File: config.mk
export PLATFORM = sky130hd
export DESIGN_NAME = rvp_prescale
export DESIGN_NICKNAME = d
export VERILOG_FILES = /design/src/rtl/rvp_pkg.sv /design/src/rtl/rvp_prescale.sv
export SDC_FILE = /design/constraint.sdc
export NUM_CORES = 2
export LEC_CHECK = 0
export BUFFER_PORTS_ARGS = -buffer_cell sky130_fd_sc_hd__buf_2
export CAP_MARGIN = 20
export CORE_MARGIN = 4
export CORE_UTILIZATION = 50
export DETAILED_ROUTE_END_ITERATION = 10
export PLACE_DENSITY = 0.75
export SLEW_MARGIN = 20
export SYNTH_ARGS = -nofsm -noshare
export SYNTH_HDL_FRONTEND = slang
export SYNTH_SLANG_ARGS = --single-unit
File: constraint.sdc
create_clock -name aclk -period 11.19 [get_ports aclk]
set_clock_uncertainty 0.2 [all_clocks]
set_input_delay 0.5595 -clock aclk [delete_from_list [all_inputs] [get_ports aclk]]
set_output_delay 0.5595 -clock aclk [all_outputs]
set_load 0.005 [all_outputs]
File: src/rtl/rvp_pkg.sv
// Shared widths, constants, tables and stage payload types for the pivot rotator.
package rvp_pkg;

    localparam int FRAC_BITS     = 16;
    localparam int CORDIC_STAGES = 24;
    localparam int GUARD_BITS    = 16;

    localparam int COORD_W = 32;
    localparam int DIFF_W  = COORD_W + 1;
    localparam int PHASE_W = 32;
    localparam int Z_W     = PHASE_W + 1;

    // gain compensation: round(2^30 / K), positive and below 2^30
    localparam int GAIN_W     = 30;
    localparam int GPROD_W    = DIFF_W + GAIN_W + 1;
    localparam int GAIN_SHIFT = 30 - GUARD_BITS;
    localparam logic [GAIN_W-1:0] INV_GAIN_Q30 = GAIN_W'(652032874);
    localparam logic signed [GPROD_W-1:0] GAIN_RND = GPROD_W'(1) << (GAIN_SHIFT - 1);

    // CORDIC datapath width, with headroom for the gain of the iterations
    localparam int XY_W  = DIFF_W + GUARD_BITS + 3;
    localparam int RND_W = XY_W - GUARD_BITS;
    localparam int SUM_W = RND_W + 1;
    localparam logic signed [XY_W-1:0] OUT_RND = XY_W'(1) << (GUARD_BITS - 1);

    localparam logic [COORD_W-1:0] COORD_MAX = {1'b0, {(COORD_W-1){1'b1}}};
    localparam logic [COORD_W-1:0] COORD_MIN = {1'b1, {(COORD_W-1){1'b0}}};

    // angle to phase scale, 2^32 phase units per turn
    localparam logic [63:0] TURN_PER_DEG_Q64 = 64'd51240955760304310;
    localparam logic [63:0] TURN_PER_RAD_Q64 = 64'd2935890503282001241;
    localparam logic [63:0] K_DEG = TURN_PER_DEG_Q64 >> FRAC_BITS;
    localparam logic [63:0] K_RAD =
        (TURN_PER_RAD_Q64 + (64'd1 << (FRAC_BITS - 1))) >> FRAC_BITS;

    // scale factor split into two partial products
    localparam int KLO_W = 24;
    localparam int KHI_W = 64 - FRAC_BITS - KLO_W;
    localparam int PLO_W = COORD_W + KLO_W + 1;
    localparam int PHI_W = COORD_W + KHI_W + 1;

    // floor(atan(2^-i) * 2^32 / (2*pi))
    localparam logic [31:0] ATAN_TURNS [32] = '{
        32'h20000000, 32'h12E4051E, 32'h09FB385B, 32'h051111D4,
        32'h028B0D43, 32'h0145D7E1, 32'h00A2F61E, 32'h00517C55,
        32'h0028BE53, 32'h00145F2E, 32'h000A2F98, 32'h000517CC,
        32'h00028BE6, 32'h000145F3, 32'h0000A2F9, 32'h0000517C,
        32'h000028BE, 32'h0000145F, 32'h00000A2F, 32'h00000517,
        32'h0000028B, 32'h00000145, 32'h000000A2, 32'h00000051,
        32'h00000028, 32'h00000014, 32'h0000000A, 32'h00000005,
        32'h00000002, 32'h00000001, 32'h00000000, 32'h00000000
    };

    typedef struct packed {
        logic [PHASE_W-1:0]        phase;
        logic signed [DIFF_W-1:0]  dx;
        logic signed [DIFF_W-1:0]  dy;
        logic signed [COORD_W-1:0] qx;
        logic signed [COORD_W-1:0] qy;
    } phase_t;

    typedef struct packed {
        logic signed [XY_W-1:0]    x;
        logic signed [XY_W-1:0]    y;
        logic signed [Z_W-1:0]     z;
        logic signed [COORD_W-1:0] qx;
        logic signed [COORD_W-1:0] qy;
    } cordic_t;

    typedef struct packed {
        logic signed [XY_W-1:0]    x;
        logic signed [XY_W-1:0]    y;
        logic signed [COORD_W-1:0] qx;
        logic signed [COORD_W-1:0] qy;
    } rot_t;

    typedef struct packed {
        logic signed [COORD_W-1:0] x;
        logic signed [COORD_W-1:0] y;
        logic                      sat;
    } result_t;

endpackage

File: src/rtl/rvp_prescale.sv
// Half-turn fold of the phase and gain compensation of the offset vector.
module rvp_prescale (
    input  logic             aclk,
    input  logic             aresetn,
    input  logic             in_valid,
    output logic             in_ready,
    input  rvp_pkg::phase_t  in_data,
    output logic             out_valid,
    input  logic             out_ready,
    output rvp_pkg::cordic_t out_data
);

    logic [2:0] vld_reg;
    logic [2:0] vld_next;
    logic [3:0] go;

    logic                               flip;
    logic [rvp_pkg::PHASE_W-1:0]        phase_f;
    logic signed [rvp_pkg::DIFF_W-1:0]  dxf_reg, dxf_next, dyf_reg, dyf_next;
    logic signed [rvp_pkg::Z_W-1:0]     z1_reg, z1_next, z2_reg;
    logic signed [rvp_pkg::COORD_W-1:0] qx1_reg, qy1_reg, qx2_reg, qy2_reg;
    logic signed [rvp_pkg::GPROD_W-1:0] gx_reg, gx_next, gy_reg, gy_next;
    logic signed [rvp_pkg::GPROD_W-1:0] xr, yr;
    rvp_pkg::cordic_t                   out_reg, out_next;

    assign go[3] = out_ready;
    assign go[2] = !vld_reg[2] || go[3];
    assign go[1] = !vld_reg[1] || go[2];
    assign go[0] = !vld_reg[0] || go[1];
    assign in_ready  = go[0];
    assign out_valid = vld_reg[2];
    assign out_data  = out_reg;

    assign vld_next = (go[2:0] & {vld_reg[1:0], in_valid}) | (~go[2:0] & vld_reg);

    always_ff @(posedge aclk) begin
        if (!aresetn) begin
            vld_reg <= '0;
        end else begin
            vld_reg <= vld_next;
        end
    end

    // second and third quarter: turn by half a turn and negate the offset
    always_comb begin
        flip     = in_data.phase[rvp_pkg::PHASE_W-1] ^ in_data.phase[rvp_pkg::PHASE_W-2];
        phase_f  = {in_data.phase[rvp_pkg::PHASE_W-1] ^ flip,
                    in_data.phase[rvp_pkg::PHASE_W-2:0]};
        z1_next  = rvp_pkg::Z_W'($signed(phase_f));
        dxf_next = flip ? -in_data.dx : in_data.dx;
        dyf_next = flip ? -in_data.dy : in_data.dy;
    end

    always_ff @(posedge aclk) begin
        if (go[0]) begin
            dxf_reg <= dxf_next;
            dyf_reg <= dyf_next;
            z1_reg  <= z1_next;
            qx1_reg <= in_data.qx;
            qy1_reg <= in_data.qy;
        end
    end

    always_comb begin
        gx_next = dxf_reg * $signed({1'b0, rvp_pkg::INV_GAIN_Q30});
        gy_next = dyf_reg * $signed({1'b0, rvp_pkg::INV_GAIN_Q30});
    end

    always_ff @(posedge aclk) begin
        if (go[1]) begin
            gx_reg  <= gx_next;
            gy_reg  <= gy_next;
            z2_reg  <= z1_reg;
            qx2_reg <= qx1_reg;
            qy2_reg <= qy1_reg;
        end
    end

    // round half up into the guard-bit format
    always_comb begin
        xr          = (gx_reg + rvp_pkg::GAIN_RND) >>> rvp_pkg::GAIN_SHIFT;
        yr          = (gy_reg + rvp_pkg::GAIN_RND) >>> rvp_pkg::GAIN_SHIFT;
        out_next.x  = $signed(xr[rvp_pkg::XY_W-1:0]);
        out_next.y  = $signed(yr[rvp_pkg::XY_W-1:0]);
        out_next.z  = z2_reg;
        out_next.qx = qx2_reg;
        out_next.qy = qy2_reg;
    end

    always_ff @(posedge aclk) begin
        if (go[2]) begin
            out_reg <= out_next;
        end
    end

endmodule

==> results.toml <==
[floorplan]
die_w_um = 351
io_pins = 369
rows = 125
initial_core_util_pct = 50.5
die_y_um = 351
core_um2 = 116000
die-area_um2 = 123000

[logic_synthesis]
yosysWarningCount = 0
syn-instance-count = 5010
synth-async-reset-ratio_pct = 0
synth_edf_count = 556
yosysUniqueCellTypes = 70
synth.most_common_cell = "inv_1"
ys.flop_type = "edfxtp_1"
synth-seq-cells = 559
synth_common_cells = "inv_1 (1272), fa_1 (876), ha_1 (776), edfxtp_1 (556), xnor2_1 (235)"
ys_seq_area_share_pct = 28.5
yosysTopAreaCell = "fa_1"
synth_top_area_share_pct = 29.8
synthesis.area_um2 = 58800
synth_area_leaders = "fa_1 (30%), edfxtp_1 (28%), ha_1 (17%)"
synth_fp_nets = 6828
avgSynthCellArea_um2 = 11.7

[status]
status = "completed"

[sta]
finalHoldViolations = 0
final.setup.tns_ps = 0
tightest_slew_ps = 1000
setup_violations = 0
slew-limit-headroom_pct = 32.1
finalMaxSlewViolations = 0
period_share_pct = 74.4
rsz0062_at_grt = "no"
fmax_mhz = 120
layout_min_cycle_time_ps = 8320

[clock_network]
clkSinkCount = 559
cts_htree_levels = 3
cts_made_buffers = 66
clk_pin_slew_worst_paths_ps = 60
clkLatencyLatePin_ps = 660
ctsLongestPathBuffers = 3
tritoncts = "built"
cts-root-buf = "clkbuf_16"

[global_routing]
grt_pass1_wl_mm = 243
grt_pass1_vias = 39100
grt_max_degree = 119
antenna_found_initial = 11
globalRouteOverflowTotal = 0
track_usage_pct = 26.8

[flow_run]
maxCapViolations = 0

[setup_path]
worstSetupPathType = "register to register"
slowest_stage = "ha_1"
max_stage_delay_ps = 640
endpoint_kind = "register"
arrival_ps = 8500
cp.required_ps = 11370
path_common_cell = "fa_1"
critPathMaxFanout = 8
cp-start-kind = "register"
r2r-start = "dyf_reg[9]"
worstSetupStartpoint = "dyf_reg[9]"

[detailed_routing]
drtIter0Drc = 2943
vias = 37700
route.detailed.drc = 0
routedWlPerCell_um = 23.0
wirelength_mm = 163
first_pass_iters = 6
via_per_inst = 5.31
ant_nets = 0

[final_layout]
multiInputGateArea_um2 = 37100
syn_to_final_growth_pct = 12.1
regArea_um2 = 16800
nFillCells = 9869
finalNetCount = 7342
largest_reg_flops = 196
drive_gt1_share_pct = 9.29

[min_path]
worstHoldStart = "in_data[126]"
hold_class = "primary input to register"

[place]
hpwl_mm = 140
gp_congestion = 1.03
io_buffers = 368
## critical path: cells and delay by family (launching register included)
family | cells | cell delay (ps)
fa+ha+maj | 9 | 3970
compound gates | 9 | 2220
flops | 1 | 610
simple gates | 2 | 540
xor+xnor | 2 | 270
buf+inv | 3 | 230
## per-layer routing
layer | GRT usage (%) | wire length [um]
met2 | 41.2 | 73700
met4 | 10.0 | 6720
met3 | 4.47 | 11600
met1 | 38.4 | 71300
met5 | 0 | 46
## final cells by class
type                       instances  area share (%)
clock buffer                      81            2.63
multi-input combinational       3131            56.3
tap                             1524            2.90
inverter                        1272            7.26
timing repair buffer             494            4.69
antenna                            6          0.0228
sequential                       559            25.4
clock inverter                    38           0.754
## timing repair
| item | CTS | global route |
|---|---|---|
| endpoints found under the hold margin | 112 | 0 |
| gates resized for setup | 0 | 0 |
| setup endpoints to repair | 0 | 0 |
| setup buffers | 0 | 0 |
| hold buffers | 111 | 0 |
## cell families after synthesis
kind of cell	synth area share [%]
buffers and inverters	8.48
AOI/OAI and AO/OA	5.58
DFF	28.5
muxes	0.0170
adders and majority gates	46.4
and+or+nand+nor	4.32
xor gates and xnor gates	6.72
## final timing paths
| path | cells past startpoint | to | slack, ps |
|---|---|---|---|
| max reg2reg | 25 | gy_reg[63] | 2870 |
| min reg2reg | 0 | out_data[82] | 200 |
| max | 25 | gy_reg[63] | 2870 |
| min | 2 | dxf_reg[29] | 40 |
## placed cells by master, fill, tap and decap left out, types with 8 or more instances in the layout
master	count
a31oi_1	12
buf_4	14
nor2_1	96
dlygate4sd3_1	111
edfxtp_1	556
clkbuf_1	14
nand2b_1	18
nor4_1	11
and4_1	10
a21o_1	107
o21ai_0	87
fa_1	876
nand3_1	67
clkbuf_16	67
a211oi_1	9
xor2_1	215
o31ai_1	10
inv_1	1269
nand2_1	142
xnor2_1	234
ha_1	776
o21bai_1	26
and2_1	11
o21a_1	12
and3_1	31
clkinv_1	8
buf_2	368
nand4_1	41
nor2b_1	25
nor3_1	28
a21oi_1	198
## stage by stage
| step | hold slack, ps | std cells | instance area (um^2) | setup slack, ps | utilization [%] |
|---|---|---|---|---|---|
| 3_3_place_gp | 200 | 6868 | 62500 | 3010 | 53.7 |
| 6_report | 44.4 | 7105 | 65800 | 2870 | 56.6 |
| 4_1_cts | 0.131 | 7098 | 65800 | 2910 | 56.6 |
| 2_1_floorplan | 200 | 5010 | 58800 | 3430 | - |
| 3_5_place_dp | 205 | 6868 | 62500 | 2950 | 53.7 |
| 5_1_grt | 15.4 | 7100 | 65800 | 2490 | 56.6 |
Power is not shown: default switching activity piles up to over one toggle a cycle in this logic, so the estimate is an artifact.
