--- src/rtl/rvp_pkg.sv ---
// Shared widths, constants, tables and stage payload types for the pivot rotator.
package rvp_pkg;

    localparam int FRAC_BITS     = 16;
    localparam int CORDIC_STAGES = 24;
    localparam int GUARD_BITS    = 16;

    localparam int COORD_W = 32;
    localparam int DIFF_W  = COORD_W + 1;
    localparam int PHASE_W = 32;
    localparam int Z_W     = PHASE_W + 1;

    // gain compensation: round(2^30 / K), positive and below 2^30
    localparam int GAIN_W     = 30;
    localparam int GPROD_W    = DIFF_W + GAIN_W + 1;
    localparam int GAIN_SHIFT = 30 - GUARD_BITS;
    localparam logic [GAIN_W-1:0] INV_GAIN_Q30 = GAIN_W'(652032874);
    localparam logic signed [GPROD_W-1:0] GAIN_RND = GPROD_W'(1) << (GAIN_SHIFT - 1);

    // CORDIC datapath width, with headroom for the gain of the iterations
    localparam int XY_W  = DIFF_W + GUARD_BITS + 3;
    localparam int RND_W = XY_W - GUARD_BITS;
    localparam int SUM_W = RND_W + 1;
    localparam logic signed [XY_W-1:0] OUT_RND = XY_W'(1) << (GUARD_BITS - 1);

    localparam logic [COORD_W-1:0] COORD_MAX = {1'b0, {(COORD_W-1){1'b1}}};
    localparam logic [COORD_W-1:0] COORD_MIN = {1'b1, {(COORD_W-1){1'b0}}};

    // angle to phase scale, 2^32 phase units per turn
    localparam logic [63:0] TURN_PER_DEG_Q64 = 64'd51240955760304310;
    localparam logic [63:0] TURN_PER_RAD_Q64 = 64'd2935890503282001241;
    localparam logic [63:0] K_DEG = TURN_PER_DEG_Q64 >> FRAC_BITS;
    localparam logic [63:0] K_RAD =
        (TURN_PER_RAD_Q64 + (64'd1 << (FRAC_BITS - 1))) >> FRAC_BITS;

    // scale factor split into two partial products
    localparam int KLO_W = 24;
    localparam int KHI_W = 64 - FRAC_BITS - KLO_W;
    localparam int PLO_W = COORD_W + KLO_W + 1;
    localparam int PHI_W = COORD_W + KHI_W + 1;

    // floor(atan(2^-i) * 2^32 / (2*pi))
    localparam logic [31:0] ATAN_TURNS [32] = '{
        32'h20000000, 32'h12E4051E, 32'h09FB385B, 32'h051111D4,
        32'h028B0D43, 32'h0145D7E1, 32'h00A2F61E, 32'h00517C55,
        32'h0028BE53, 32'h00145F2E, 32'h000A2F98, 32'h000517CC,
        32'h00028BE6, 32'h000145F3, 32'h0000A2F9, 32'h0000517C,
        32'h000028BE, 32'h0000145F, 32'h00000A2F, 32'h00000517,
        32'h0000028B, 32'h00000145, 32'h000000A2, 32'h00000051,
        32'h00000028, 32'h00000014, 32'h0000000A, 32'h00000005,
        32'h00000002, 32'h00000001, 32'h00000000, 32'h00000000
    };

    typedef struct packed {
        logic [PHASE_W-1:0]        phase;
        logic signed [DIFF_W-1:0]  dx;
        logic signed [DIFF_W-1:0]  dy;
        logic signed [COORD_W-1:0] qx;
        logic signed [COORD_W-1:0] qy;
    } phase_t;

    typedef struct packed {
        logic signed [XY_W-1:0]    x;
        logic signed [XY_W-1:0]    y;
        logic signed [Z_W-1:0]     z;
        logic signed [COORD_W-1:0] qx;
        logic signed [COORD_W-1:0] qy;
    } cordic_t;

    typedef struct packed {
        logic signed [XY_W-1:0]    x;
        logic signed [XY_W-1:0]    y;
        logic signed [COORD_W-1:0] qx;
        logic signed [COORD_W-1:0] qy;
    } rot_t;

    typedef struct packed {
        logic signed [COORD_W-1:0] x;
        logic signed [COORD_W-1:0] y;
        logic                      sat;
    } result_t;

endpackage

--- src/rtl/rvp_phase.sv ---
// Angle to phase conversion (two-part multiply) and point minus pivot offset.
module rvp_phase (
    input  logic                               aclk,
    input  logic                               aresetn,
    input  logic                               deg_mode,
    input  logic                               in_valid,
    output logic                               in_ready,
    input  logic signed [rvp_pkg::COORD_W-1:0] point_x,
    input  logic signed [rvp_pkg::COORD_W-1:0] point_y,
    input  logic signed [rvp_pkg::COORD_W-1:0] rot_angle,
    input  logic signed [rvp_pkg::COORD_W-1:0] pivot_x,
    input  logic signed [rvp_pkg::COORD_W-1:0] pivot_y,
    output logic                               out_valid,
    input  logic                               out_ready,
    output rvp_pkg::phase_t                    out_data
);

    logic [1:0] vld_reg;
    logic [1:0] vld_next;
    logic [2:0] go;

    logic [63:0]                        k;
    logic [rvp_pkg::KLO_W-1:0]          k_lo;
    logic [rvp_pkg::KHI_W-1:0]          k_hi;
    logic signed [rvp_pkg::PLO_W-1:0]   plo_reg, plo_next;
    logic signed [rvp_pkg::PHI_W-1:0]   phi_reg, phi_next;
    logic signed [rvp_pkg::DIFF_W-1:0]  dx_reg, dx_next, dy_reg, dy_next;
    logic signed [rvp_pkg::COORD_W-1:0] qx_reg, qy_reg;
    logic [63:0]                        full;
    rvp_pkg::phase_t                    out_reg, out_next;

    assign go[2] = out_ready;
    assign go[1] = !vld_reg[1] || go[2];
    assign go[0] = !vld_reg[0] || go[1];
    assign in_ready  = go[0];
    assign out_valid = vld_reg[1];
    assign out_data  = out_reg;

    assign vld_next = (go[1:0] & {vld_reg[0], in_valid}) | (~go[1:0] & vld_reg);

    always_ff @(posedge aclk) begin
        if (!aresetn) begin
            vld_reg <= '0;
        end else begin
            vld_reg <= vld_next;
        end
    end

    always_comb begin
        k        = deg_mode ? rvp_pkg::K_DEG : rvp_pkg::K_RAD;
        k_lo     = k[rvp_pkg::KLO_W-1:0];
        k_hi     = k[rvp_pkg::KLO_W+rvp_pkg::KHI_W-1:rvp_pkg::KLO_W];
        plo_next = rot_angle * $signed({1'b0, k_lo});
        phi_next = rot_angle * $signed({1'b0, k_hi});
        dx_next  = rvp_pkg::DIFF_W'(point_x) - rvp_pkg::DIFF_W'(pivot_x);
        dy_next  = rvp_pkg::DIFF_W'(point_y) - rvp_pkg::DIFF_W'(pivot_y);
    end

    always_ff @(posedge aclk) begin
        if (go[0]) begin
            plo_reg <= plo_next;
            phi_reg <= phi_next;
            dx_reg  <= dx_next;
            dy_reg  <= dy_next;
            qx_reg  <= pivot_x;
            qy_reg  <= pivot_y;
        end
    end

    // product modulo 2^64; the upper word is the phase
    always_comb begin
        full           = 64'(plo_reg) + (64'(phi_reg) << rvp_pkg::KLO_W);
        out_next.phase = full[63:64-rvp_pkg::PHASE_W];
        out_next.dx    = dx_reg;
        out_next.dy    = dy_reg;
        out_next.qx    = qx_reg;
        out_next.qy    = qy_reg;
    end

    always_ff @(posedge aclk) begin
        if (go[1]) begin
            out_reg <= out_next;
        end
    end

endmodule

--- config.mk ---
export PLATFORM = sky130hd
export DESIGN_NAME = rvp_phase
export DESIGN_NICKNAME = d
export VERILOG_FILES = /design/src/rtl/rvp_pkg.sv /design/src/rtl/rvp_phase.sv
export SDC_FILE = /design/constraint.sdc
export NUM_CORES = 2
export LEC_CHECK = 0
export BUFFER_PORTS_ARGS = -buffer_cell sky130_fd_sc_hd__buf_2
export CAP_MARGIN = 20
export CORE_ASPECT_RATIO = 1.2
export CORE_UTILIZATION = 51
export DETAILED_ROUTE_END_ITERATION = 7
export HOLD_SLACK_MARGIN = 0.15
export PLACE_DENSITY = 0.78
export SYNTH_ARGS = -nofsm -noshare
export SYNTH_HDL_FRONTEND = slang
export SYNTH_SLANG_ARGS = --single-unit
--- constraint.sdc ---
create_clock -name aclk -period 13.16 [get_ports aclk]
set_clock_uncertainty 0.15 [all_clocks]
set_input_delay 0.658 -clock aclk [delete_from_list [all_inputs] [get_ports aclk]]
set_output_delay 0.658 -clock aclk [all_outputs]
set_load 0.01 [all_outputs]
==> metrics.cfg <==
[worst_setup_path]
crit_path_start=rot_angle[12]
crit_required_ns=13.32
critPathMaxFanout=10
start_kind=primary input
critPathCapture=plo_reg[52]$_DFFE_PN_
reg2regPathDepth=10
r2r_start=phi_reg[4]$_DFFE_PN_
arrival_ns=9.17
rr_endpoint=out_data[161]$_DFFE_PP_
r2r_slack_ns=9.35
critPathKind=in -> reg
cp-end-kind=flop

[global_routing]
grt_pass1_wl_mm=205
antenna_found_initial=4
grt_pass1_vias=33380
grt-ovfl-total=0
grt_start_max_net_pins=92
track_usage=0.312

[floorplanning]
dieArea_mm2=0.0911
fp.dieW_um=276
die_h_um=330
coreArea_mm2=0.0892
ios=329
initial_core_util=0.514
row_count=120

[timing]
setup_ws_ns=4.14
holdWs_ns=0.182
rsz0062_at_grt=false
setup_violations=0
slew_violations=0
tns_ns=0
slew_headroom=0.315
layout_min_cycle_time_ns=9.02
worstMarginPinSlew_ns=1.03
finalHoldViolations=0
timing.fmax_mhz=111
finalCritPeriodShare=0.685

[placement]
gp_congestion=1.05
place_worst_setup_slack_ns=3.60
dp_hpwl_mm=119
place_inst=5608
io_buffers=328

[drt]
drt_wl_total_mm=140
drc=0
first_pass_iters=6
num_vias=31493
drtAntennaViolNets=0
drt_iter0_drc=2321
wl_per_cell_um=24.4
viasPerCell=5.48

[worst_hold_path]
hold_path.class=in -> reg

[clocking]
cts-root-buf=clkbuf_16
clkTransAtPathRegs_ns=0.06
cts_buffer_depth=3
cts_made_buffers=42
postCtsSetupRepairBufs=0
cts_tree=built
ctsResizeCount=0
clock_latency_ns=0.58
htree_num_levels=2
cts_sinks=367

[logic_synthesis]
synth_edf_count=365
syn_area_mm2=0.0458
ys_ff_latch=367
synth_cells=4159
yosys_warnings=0
synth-async-reset-ratio=0
ys_types=70
synth_ff_type=edfxtp_1
syn_avg_cell_area_um2=11.0
ys_seq_area_frac=0.240

[layout]
area_delta_synth_final_pct=10.8
fin_cells=5749
final_nets=6021
layout-drive-gt1-share=0.0967
largest_reg_flops=162

[flow_run]
drv_cap=0

[outcome]
status=finished clean

[repair_timing]
action	in CTS	in global routing
endpoints found under the setup margin	0	0
endpoints found under the hold margin	55	0
hold buffers	55	0
[final cells by class]
class                           instances  area [µm²]
Antenna cell                            9        22.5
Clock buffer                           50        1080
Clock inverter                         25         206
Fill cell                            7522       38400
Inverter                             1147        4310
Multi-Input combinational cell       2593       30400
Sequential cell                       367       11000
Tap cell                             1159        1450
Timing Repair Buffer                  399        2340
[cell usage after synthesis, types with 59 or more instances]
| cell type | count | area share |
|---|---|---|
| a21o_1 | 72 | 0.012 |
| nor2_1 | 119 | 0.0097 |
| xor2_1 | 71 | 0.014 |
| edfxtp_1 | 365 | 0.24 |
| inv_1 | 1139 | 0.093 |
| nand2b_1 | 59 | 0.0081 |
| o21ai_0 | 77 | 0.0084 |
| ha_1 | 504 | 0.14 |
| xnor2_1 | 167 | 0.032 |
| fa_1 | 802 | 0.35 |
| a21oi_1 | 135 | 0.015 |
| nand2_1 | 210 | 0.017 |
[layout by cell type, fill, tap and decap left out, types with 55 or more instances in the layout]
cell type,instances
nand2b_1,59
a21oi_1,135
ha_1,504
fa_1,802
edfxtp_1,365
dlygate4sd3_1,55
nor2_1,118
xor2_1,71
xnor2_1,167
inv_1,1138
a21o_1,72
o21ai_0,77
buf_2,328
nand2_1,209
[stage by stage]
step,instance area (µm²),utilization
after floorplan,45900,-
after detailed placement,48900,0.548
after global placement,48900,0.548
after global routing,50800,0.569
after CTS,50700,0.569
final,50800,0.569
[layer usage]
metal / vias up / part of all wire / wire, µm / track usage
met2: 1405 / 0.48 / 67400 / 0.520
met1: 15762 / 0.35 / 49000 / 0.349
li1: 13823 / - / - / -
met3: 499 / 0.063 / 8770 / 0.0463
met4: 4 / 0.11 / 14800 / 0.274
met5: - / 0.00021 / 29 / 0
[cells by family after synthesis]
| logic type | Yosys count | synth area share |
|---|---|---|
| flops | 367 | 0.240 |
| xor+xnor | 238 | 0.0455 |
| mux | 4 | 0.000873 |
| simple gates | 586 | 0.0614 |
| buf+inv | 1201 | 0.0984 |
| compound gates | 456 | 0.0661 |
| other cells | 1 | 0.0000818 |
| fa+ha+maj | 1306 | 0.488 |
[worst max-delay path, stage by stage]
cell	delay, ns
buf_2	0.30
clkinv_1	0.42
nor2_1	0.85
xnor2_1	0.15
ha_1	0.36
fa_1	0.51
inv_1	0.05
fa_1	0.45
fa_1	0.51
inv_1	0.06
fa_1	0.49
fa_1	0.49
inv_1	0.05
fa_1	0.47
inv_1	0.04
ha_1	0.32
o21ai_0	0.19
o21bai_1	0.14
a2111oi_1	0.53
o21ai_0	0.42
o2111ai_1	0.59
a21oi_1	0.29
nor3_2	0.40
nor3_1	0.10
o311a_1	0.32
[worst min path at each step]
| stage | startpoint | endpoint | slack [ns] | cells after the start |
|---|---|---|---|---|
| 2_1_floorplan | qy_reg[0]$_DFFE_PN_ | out_data[0]$_DFFE_PP_ | 0.25 | 0 |
| 3_3_place_gp | qy_reg[25]$_DFFE_PN_ | out_data[25]$_DFFE_PP_ | 0.25 | 0 |
| 3_5_place_dp | dx_reg[18]$_DFFE_PN_ | out_data[115]$_DFFE_PP_ | 0.25 | 0 |
| 4_1_cts | pivot_y[11] | qy_reg[11]$_DFFE_PN_ | 0.15 | 1 |
| 5_1_grt | pivot_y[11] | qy_reg[11]$_DFFE_PN_ | 0.15 | 1 |
| 6_report | pivot_y[11] | qy_reg[11]$_DFFE_PN_ | 0.18 | 1 |
Power is left out: the tool's default activity adds up to more than one toggle a clock period on the data nets, which glitch-free logic cannot reach.
