## src/rtl/rvp_pkg.sv

```systemverilog
// Shared widths, constants, tables and stage payload types for the pivot rotator.
package rvp_pkg;

    localparam int FRAC_BITS     = 16;
    localparam int CORDIC_STAGES = 24;
    localparam int GUARD_BITS    = 16;

    localparam int COORD_W = 32;
    localparam int DIFF_W  = COORD_W + 1;
    localparam int PHASE_W = 32;
    localparam int Z_W     = PHASE_W + 1;

    // gain compensation: round(2^30 / K), positive and below 2^30
    localparam int GAIN_W     = 30;
    localparam int GPROD_W    = DIFF_W + GAIN_W + 1;
    localparam int GAIN_SHIFT = 30 - GUARD_BITS;
    localparam logic [GAIN_W-1:0] INV_GAIN_Q30 = GAIN_W'(652032874);
    localparam logic signed [GPROD_W-1:0] GAIN_RND = GPROD_W'(1) << (GAIN_SHIFT - 1);

    // CORDIC datapath width, with headroom for the gain of the iterations
    localparam int XY_W  = DIFF_W + GUARD_BITS + 3;
    localparam int RND_W = XY_W - GUARD_BITS;
    localparam int SUM_W = RND_W + 1;
    localparam logic signed [XY_W-1:0] OUT_RND = XY_W'(1) << (GUARD_BITS - 1);

    localparam logic [COORD_W-1:0] COORD_MAX = {1'b0, {(COORD_W-1){1'b1}}};
    localparam logic [COORD_W-1:0] COORD_MIN = {1'b1, {(COORD_W-1){1'b0}}};

    // angle to phase scale, 2^32 phase units per turn
    localparam logic [63:0] TURN_PER_DEG_Q64 = 64'd51240955760304310;
    localparam logic [63:0] TURN_PER_RAD_Q64 = 64'd2935890503282001241;
    localparam logic [63:0] K_DEG = TURN_PER_DEG_Q64 >> FRAC_BITS;
    localparam logic [63:0] K_RAD =
        (TURN_PER_RAD_Q64 + (64'd1 << (FRAC_BITS - 1))) >> FRAC_BITS;

    // scale factor split into two partial products
    localparam int KLO_W = 24;
    localparam int KHI_W = 64 - FRAC_BITS - KLO_W;
    localparam int PLO_W = COORD_W + KLO_W + 1;
    localparam int PHI_W = COORD_W + KHI_W + 1;

    // floor(atan(2^-i) * 2^32 / (2*pi))
    localparam logic [31:0] ATAN_TURNS [32] = '{
        32'h20000000, 32'h12E4051E, 32'h09FB385B, 32'h051111D4,
        32'h028B0D43, 32'h0145D7E1, 32'h00A2F61E, 32'h00517C55,
        32'h0028BE53, 32'h00145F2E, 32'h000A2F98, 32'h000517CC,
        32'h00028BE6, 32'h000145F3, 32'h0000A2F9, 32'h0000517C,
        32'h000028BE, 32'h0000145F, 32'h00000A2F, 32'h00000517,
        32'h0000028B, 32'h00000145, 32'h000000A2, 32'h00000051,
        32'h00000028, 32'h00000014, 32'h0000000A, 32'h00000005,
        32'h00000002, 32'h00000001, 32'h00000000, 32'h00000000
    };

    typedef struct packed {
        logic [PHASE_W-1:0]        phase;
        logic signed [DIFF_W-1:0]  dx;
        logic signed [DIFF_W-1:0]  dy;
        logic signed [COORD_W-1:0] qx;
        logic signed [COORD_W-1:0] qy;
    } phase_t;

    typedef struct packed {
        logic signed [XY_W-1:0]    x;
        logic signed [XY_W-1:0]    y;
        logic signed [Z_W-1:0]     z;
        logic signed [COORD_W-1:0] qx;
        logic signed [COORD_W-1:0] qy;
    } cordic_t;

    typedef struct packed {
        logic signed [XY_W-1:0]    x;
        logic signed [XY_W-1:0]    y;
        logic signed [COORD_W-1:0] qx;
        logic signed [COORD_W-1:0] qy;
    } rot_t;

    typedef struct packed {
        logic signed [COORD_W-1:0] x;
        logic signed [COORD_W-1:0] y;
        logic                      sat;
    } result_t;

endpackage

```

## src/rtl/rvp_round.sv

```systemverilog
// Rounding back to the coordinate format, pivot add and saturation.
module rvp_round (
    input  logic             aclk,
    input  logic             aresetn,
    input  logic             in_valid,
    output logic             in_ready,
    input  rvp_pkg::rot_t    in_data,
    output logic             out_valid,
    input  logic             out_ready,
    output rvp_pkg::result_t out_data
);

    logic [1:0] vld_reg;
    logic [1:0] vld_next;
    logic [2:0] go;

    logic signed [rvp_pkg::XY_W-1:0]  xsh, ysh;
    logic signed [rvp_pkg::SUM_W-1:0] sx_reg, sx_next, sy_reg, sy_next;
    logic                             hi_x, lo_x, hi_y, lo_y;
    rvp_pkg::result_t                 out_reg, out_next;

    assign go[2] = out_ready;
    assign go[1] = !vld_reg[1] || go[2];
    assign go[0] = !vld_reg[0] || go[1];
    assign in_ready  = go[0];
    assign out_valid = vld_reg[1];
    assign out_data  = out_reg;

    assign vld_next = (go[1:0] & {vld_reg[0], in_valid}) | (~go[1:0] & vld_reg);

    always_ff @(posedge aclk) begin
        if (!aresetn) begin
            vld_reg <= '0;
        end else begin
            vld_reg <= vld_next;
        end
    end

    always_comb begin
        xsh     = (in_data.x + rvp_pkg::OUT_RND) >>> rvp_pkg::GUARD_BITS;
        ysh     = (in_data.y + rvp_pkg::OUT_RND) >>> rvp_pkg::GUARD_BITS;
        sx_next = rvp_pkg::SUM_W'($signed(xsh[rvp_pkg::RND_W-1:0]))
                + rvp_pkg::SUM_W'(in_data.qx);
        sy_next = rvp_pkg::SUM_W'($signed(ysh[rvp_pkg::RND_W-1:0]))
                + rvp_pkg::SUM_W'(in_data.qy);
    end

    always_ff @(posedge aclk) begin
        if (go[0]) begin
            sx_reg <= sx_next;
            sy_reg <= sy_next;
        end
    end

    // clip when the bits above the coordinate are not all copies of its sign
    always_comb begin
        hi_x = !sx_reg[rvp_pkg::SUM_W-1]
            && (sx_reg[rvp_pkg::SUM_W-2:rvp_pkg::COORD_W-1] != '0);
        lo_x = sx_reg[rvp_pkg::SUM_W-1]
            && (sx_reg[rvp_pkg::SUM_W-2:rvp_pkg::COORD_W-1] != '1);
        hi_y = !sy_reg[rvp_pkg::SUM_W-1]
            && (sy_reg[rvp_pkg::SUM_W-2:rvp_pkg::COORD_W-1] != '0);
        lo_y = sy_reg[rvp_pkg::SUM_W-1]
            && (sy_reg[rvp_pkg::SUM_W-2:rvp_pkg::COORD_W-1] != '1);
        priority if (hi_x) begin
            out_next.x = rvp_pkg::COORD_MAX;
        end else if (lo_x) begin
            out_next.x = rvp_pkg::COORD_MIN;
        end else begin
            out_next.x = sx_reg[rvp_pkg::COORD_W-1:0];
        end
        priority if (hi_y) begin
            out_next.y = rvp_pkg::COORD_MAX;
        end else if (lo_y) begin
            out_next.y = rvp_pkg::COORD_MIN;
        end else begin
            out_next.y = sy_reg[rvp_pkg::COORD_W-1:0];
        end
        out_next.sat = hi_x | lo_x | hi_y | lo_y;
    end

    always_ff @(posedge aclk) begin
        if (go[1]) begin
            out_reg <= out_next;
        end
    end

endmodule

```

## config.mk

```make
export PLATFORM = sky130hd
export DESIGN_NAME = rvp_round
export DESIGN_NICKNAME = d
export VERILOG_FILES = /design/src/rtl/rvp_pkg.sv /design/src/rtl/rvp_round.sv
export SDC_FILE = /design/constraint.sdc
export NUM_CORES = 1
export LEC_CHECK = 0
export BUFFER_PORTS_ARGS = -buffer_cell sky130_fd_sc_hd__buf_4
export CAP_MARGIN = 20
export CORE_UTILIZATION = 50
export DETAILED_ROUTE_END_ITERATION = 10
export HOLD_SLACK_MARGIN = 0.02
export MAX_ROUTING_LAYER = met4
export PLACE_DENSITY_LB_ADDON = 0.3
export SKIP_CTS_REPAIR_TIMING = 1
export SLEW_MARGIN = 5
export SYNTH_ARGS = -nofsm -noshare
export SYNTH_HDL_FRONTEND = slang
export SYNTH_SLANG_ARGS = --single-unit
export TNS_END_PERCENT = 100
```

## constraint.sdc

```tcl
create_clock -name aclk -period 4.9 [get_ports aclk]
set_clock_uncertainty 0.1 [all_clocks]
set_input_delay 0.49 -clock aclk [delete_from_list [all_inputs] [get_ports aclk]]
set_output_delay 0.49 -clock aclk [all_outputs]
set_load 0.03 [all_outputs]
```

==> metrics <==
initial antenna violation count=0; DRC violations left=0; Reg clk slew, reported paths=0.06 ns; endpoints failing setup=0; CP Capture Type=register; kind of critical path=primary input to register; fill count=1,664; core region area=0.01953 sq mm; fin nets=1,451; Tot Pwr=4.266 mW; pwr dens=345.2 mW/mm^2; Max-cap violations=0; num rows=51; CP max FO=7; hpwl dp=17.10 mm; Via Count=7,901; Clk Latency, worst-skew pair=0.42 ns; sequential cell area=0.004214 sq mm; Cells after Synth=1,004; first-pass GRT wire length=34.02 mm; Final min period=3.909 ns; most frequent cells in the layout=buf_4 (212), nand2_1 (144), edfxtp_1 (139); ys async rst share=0; Total GRT Usage=0.2200; share of cells above drive strength 1=0.2218; status=completed; post-DR vias/cell=5.346; Synth Register Bits=141; yosys warns=0; max-slew violations=0; Net Count, Synth=1,255; area of the multi-input gates=0.005589 sq mm; static leakage=5.199 nW; largest net degree at the start of global routing=76; CTS tree=done; CTS Sinks=141; final wirelength=21.45 mm; die area=0.02052 sq mm; Die Wd=143.3 microns; CTS root buffer=clkbuf_16; RePlAce Congestion=0.9155; Max Fclk=0.2558 GHz; post-synthesis sequential area ratio=0.4224; relative slew slack=0.3782; Final period util=0.7977; Post-Synthesis Cell Area=0.009976 sq mm; peak supply drop=0.2033 mV; Slew @ Worst Pin=0.9328 ns; Die Ht=143.3 microns; Data required, critical path=4.96 ns; hold crit path type=primary input to register; Top cell by count, worst path=nand3_1; max reg flops=65; CP peak stage delay=0.48 ns; antenna-violating nets left=0; H-tree levels=4; RSZ-0062 raised after global routing=no; total gr overflow=0; total negative slack=0 ns; most common cell after layout, fill and taps aside=buf_4; slowest CP cell=or3_1; initial core utilization=0.5109; final hold vios=0; number of synthesized flops with an enable pin=139; clk buf depth=2; critical path arrival=3.97 ns; number of global-route vias before repair=7,313; reg2reg setup slack=2.91 ns; Yosys cell types=63; routed length per instance=14.51 microns; Inserted Diodes=0; startpoint types=primary input; DRT Pass-1 Iters=4; CP cell instances=buf_4, nand3_1, nor2_1, nand3_1, or3_1, nand2b_4, nor3_4, nand3_1, xnor2_1, ha_1, a21o_1, a21o_1, a21oi_1, o21ai_0, a211oi_1, o31ai_1, a21oi_1, xnor2_1; ys flop type=edfxtp_1; IO Port Bufs=208; syn avg cell area=9.936 sq um; Area Growth Syn to Fin=23.89%; Ports=239; TritonCTS Buffers=17; First DRT Iteration DRCs=329
==> worst max-delay path: cells and delay by family <==
family | cells | cell delay, ns
compound gates | 7 | 1.22
xor+xnor | 2 | 0.26
buf+inv | 1 | 0.10
simple gates | 7 | 1.52
fa+ha+maj | 1 | 0.37
==> path summary, 6_finish.rpt <==
kind | end | cells past startpoint | startpoint
setup / recovery | sy_reg[35] | 18 | in_data[92]
hold / removal | register | 2 | aresetn
setup reg to reg | out_data[42] | 3 | register
hold reg to reg | out_data[54] | 2 | sx_reg[21]
==> cells in the mapped netlist (2+ instances only) <==
| cell type | n | area (sq um) |
|---|---|---|
| or2_2 | 3 | 18.77 |
| dfxtp_1 | 2 | 40.04 |
| o211ai_1 | 4 | 30.03 |
| edfxtp_1 | 139 | 4174 |
| mux2i_1 | 2 | 20.02 |
| and4_1 | 3 | 26.28 |
| o31ai_1 | 5 | 37.54 |
| nand2b_1 | 7 | 43.79 |
| fa_1 | 2 | 40.04 |
| xnor2_1 | 86 | 753.2 |
| and3_1 | 20 | 125.1 |
| a211oi_1 | 6 | 45.04 |
| o31a_1 | 2 | 17.52 |
| nand2_1 | 145 | 544.3 |
| o21ai_1 | 5 | 25.02 |
| a211oi_2 | 3 | 37.54 |
| o221ai_1 | 2 | 17.52 |
| o2111ai_1 | 2 | 17.52 |
| o211ai_2 | 2 | 25.02 |
| clkbuf_1 | 33 | 123.9 |
| nor4_1 | 3 | 18.77 |
| nand4_1 | 20 | 125.1 |
| o21bai_1 | 5 | 37.54 |
| nor2_1 | 54 | 202.7 |
| nor2b_1 | 8 | 50.05 |
| xor2_1 | 47 | 411.6 |
| a21oi_1 | 73 | 365.4 |
| a211o_1 | 2 | 17.52 |
| o41a_1 | 2 | 22.52 |
| o21ai_0 | 38 | 190.2 |
| a221o_1 | 2 | 20.02 |
| a41oi_1 | 4 | 35.03 |
| and2_1 | 4 | 25.02 |
| o21a_1 | 36 | 270.3 |
| a21o_1 | 43 | 322.8 |
| nor3_1 | 12 | 60.06 |
| a31oi_1 | 11 | 68.82 |
| a21boi_1 | 2 | 15.01 |
| inv_1 | 14 | 52.55 |
| nand3_1 | 51 | 255.2 |
| ha_1 | 77 | 963.4 |
| clkbuf_2 | 2 | 10.01 |
==> report_power, final <==
part           internal [mW]  switching (mW)  leakage [nW]  total (mW)
Sequential              1.66          0.0808          1.43        1.74
Combinational          0.548           0.773          3.50        1.32
Clock                  0.704           0.503         0.262        1.21
Total                   2.91            1.36          5.20        4.27
==> metrics by stage <==
step	worst slack, ns	hold slack, ns	instances	area [sq um]	util
floorplan	1.081	0.3627	1004	9976	-
global placement	0.5799	0.3867	1445	11780	0.6032
detailed placement	0.5124	0.4014	1445	11780	0.6032
CTS	0.9618	0.1765	1477	12340	0.6322
global route	0.7047	0.1908	1478	12360	0.6330
finish	0.9913	0.1936	1478	12360	0.6330
==> area by class of cell <==
type	count	area share
Clock buffer	17	0.03442
Clock inverter	15	0.01134
Inverter	14	0.004252
Multi-Input combinational cell	813	0.4522
Sequential cell	141	0.3410
Tap cell	265	0.02683
Timing Repair Buffer	213	0.1300
==> routing by layer <==
metal  global-route usage  vias up  wire, microns
met5                    -        -              0
met4              0.08735        0            514
met3              0.02347       32            798
met2               0.3905      203          10960
met1               0.2543     3576           9176
li1                     -     4090              -
==> cells by family after synthesis <==
group,synth area share
compound gates,0.1801
xor+xnor,0.1168
fa+ha+maj,0.1006
buf+inv,0.01919
flops,0.4224
mux,0.002007
simple gates,0.1589
(Power assumes the default switching activity.)
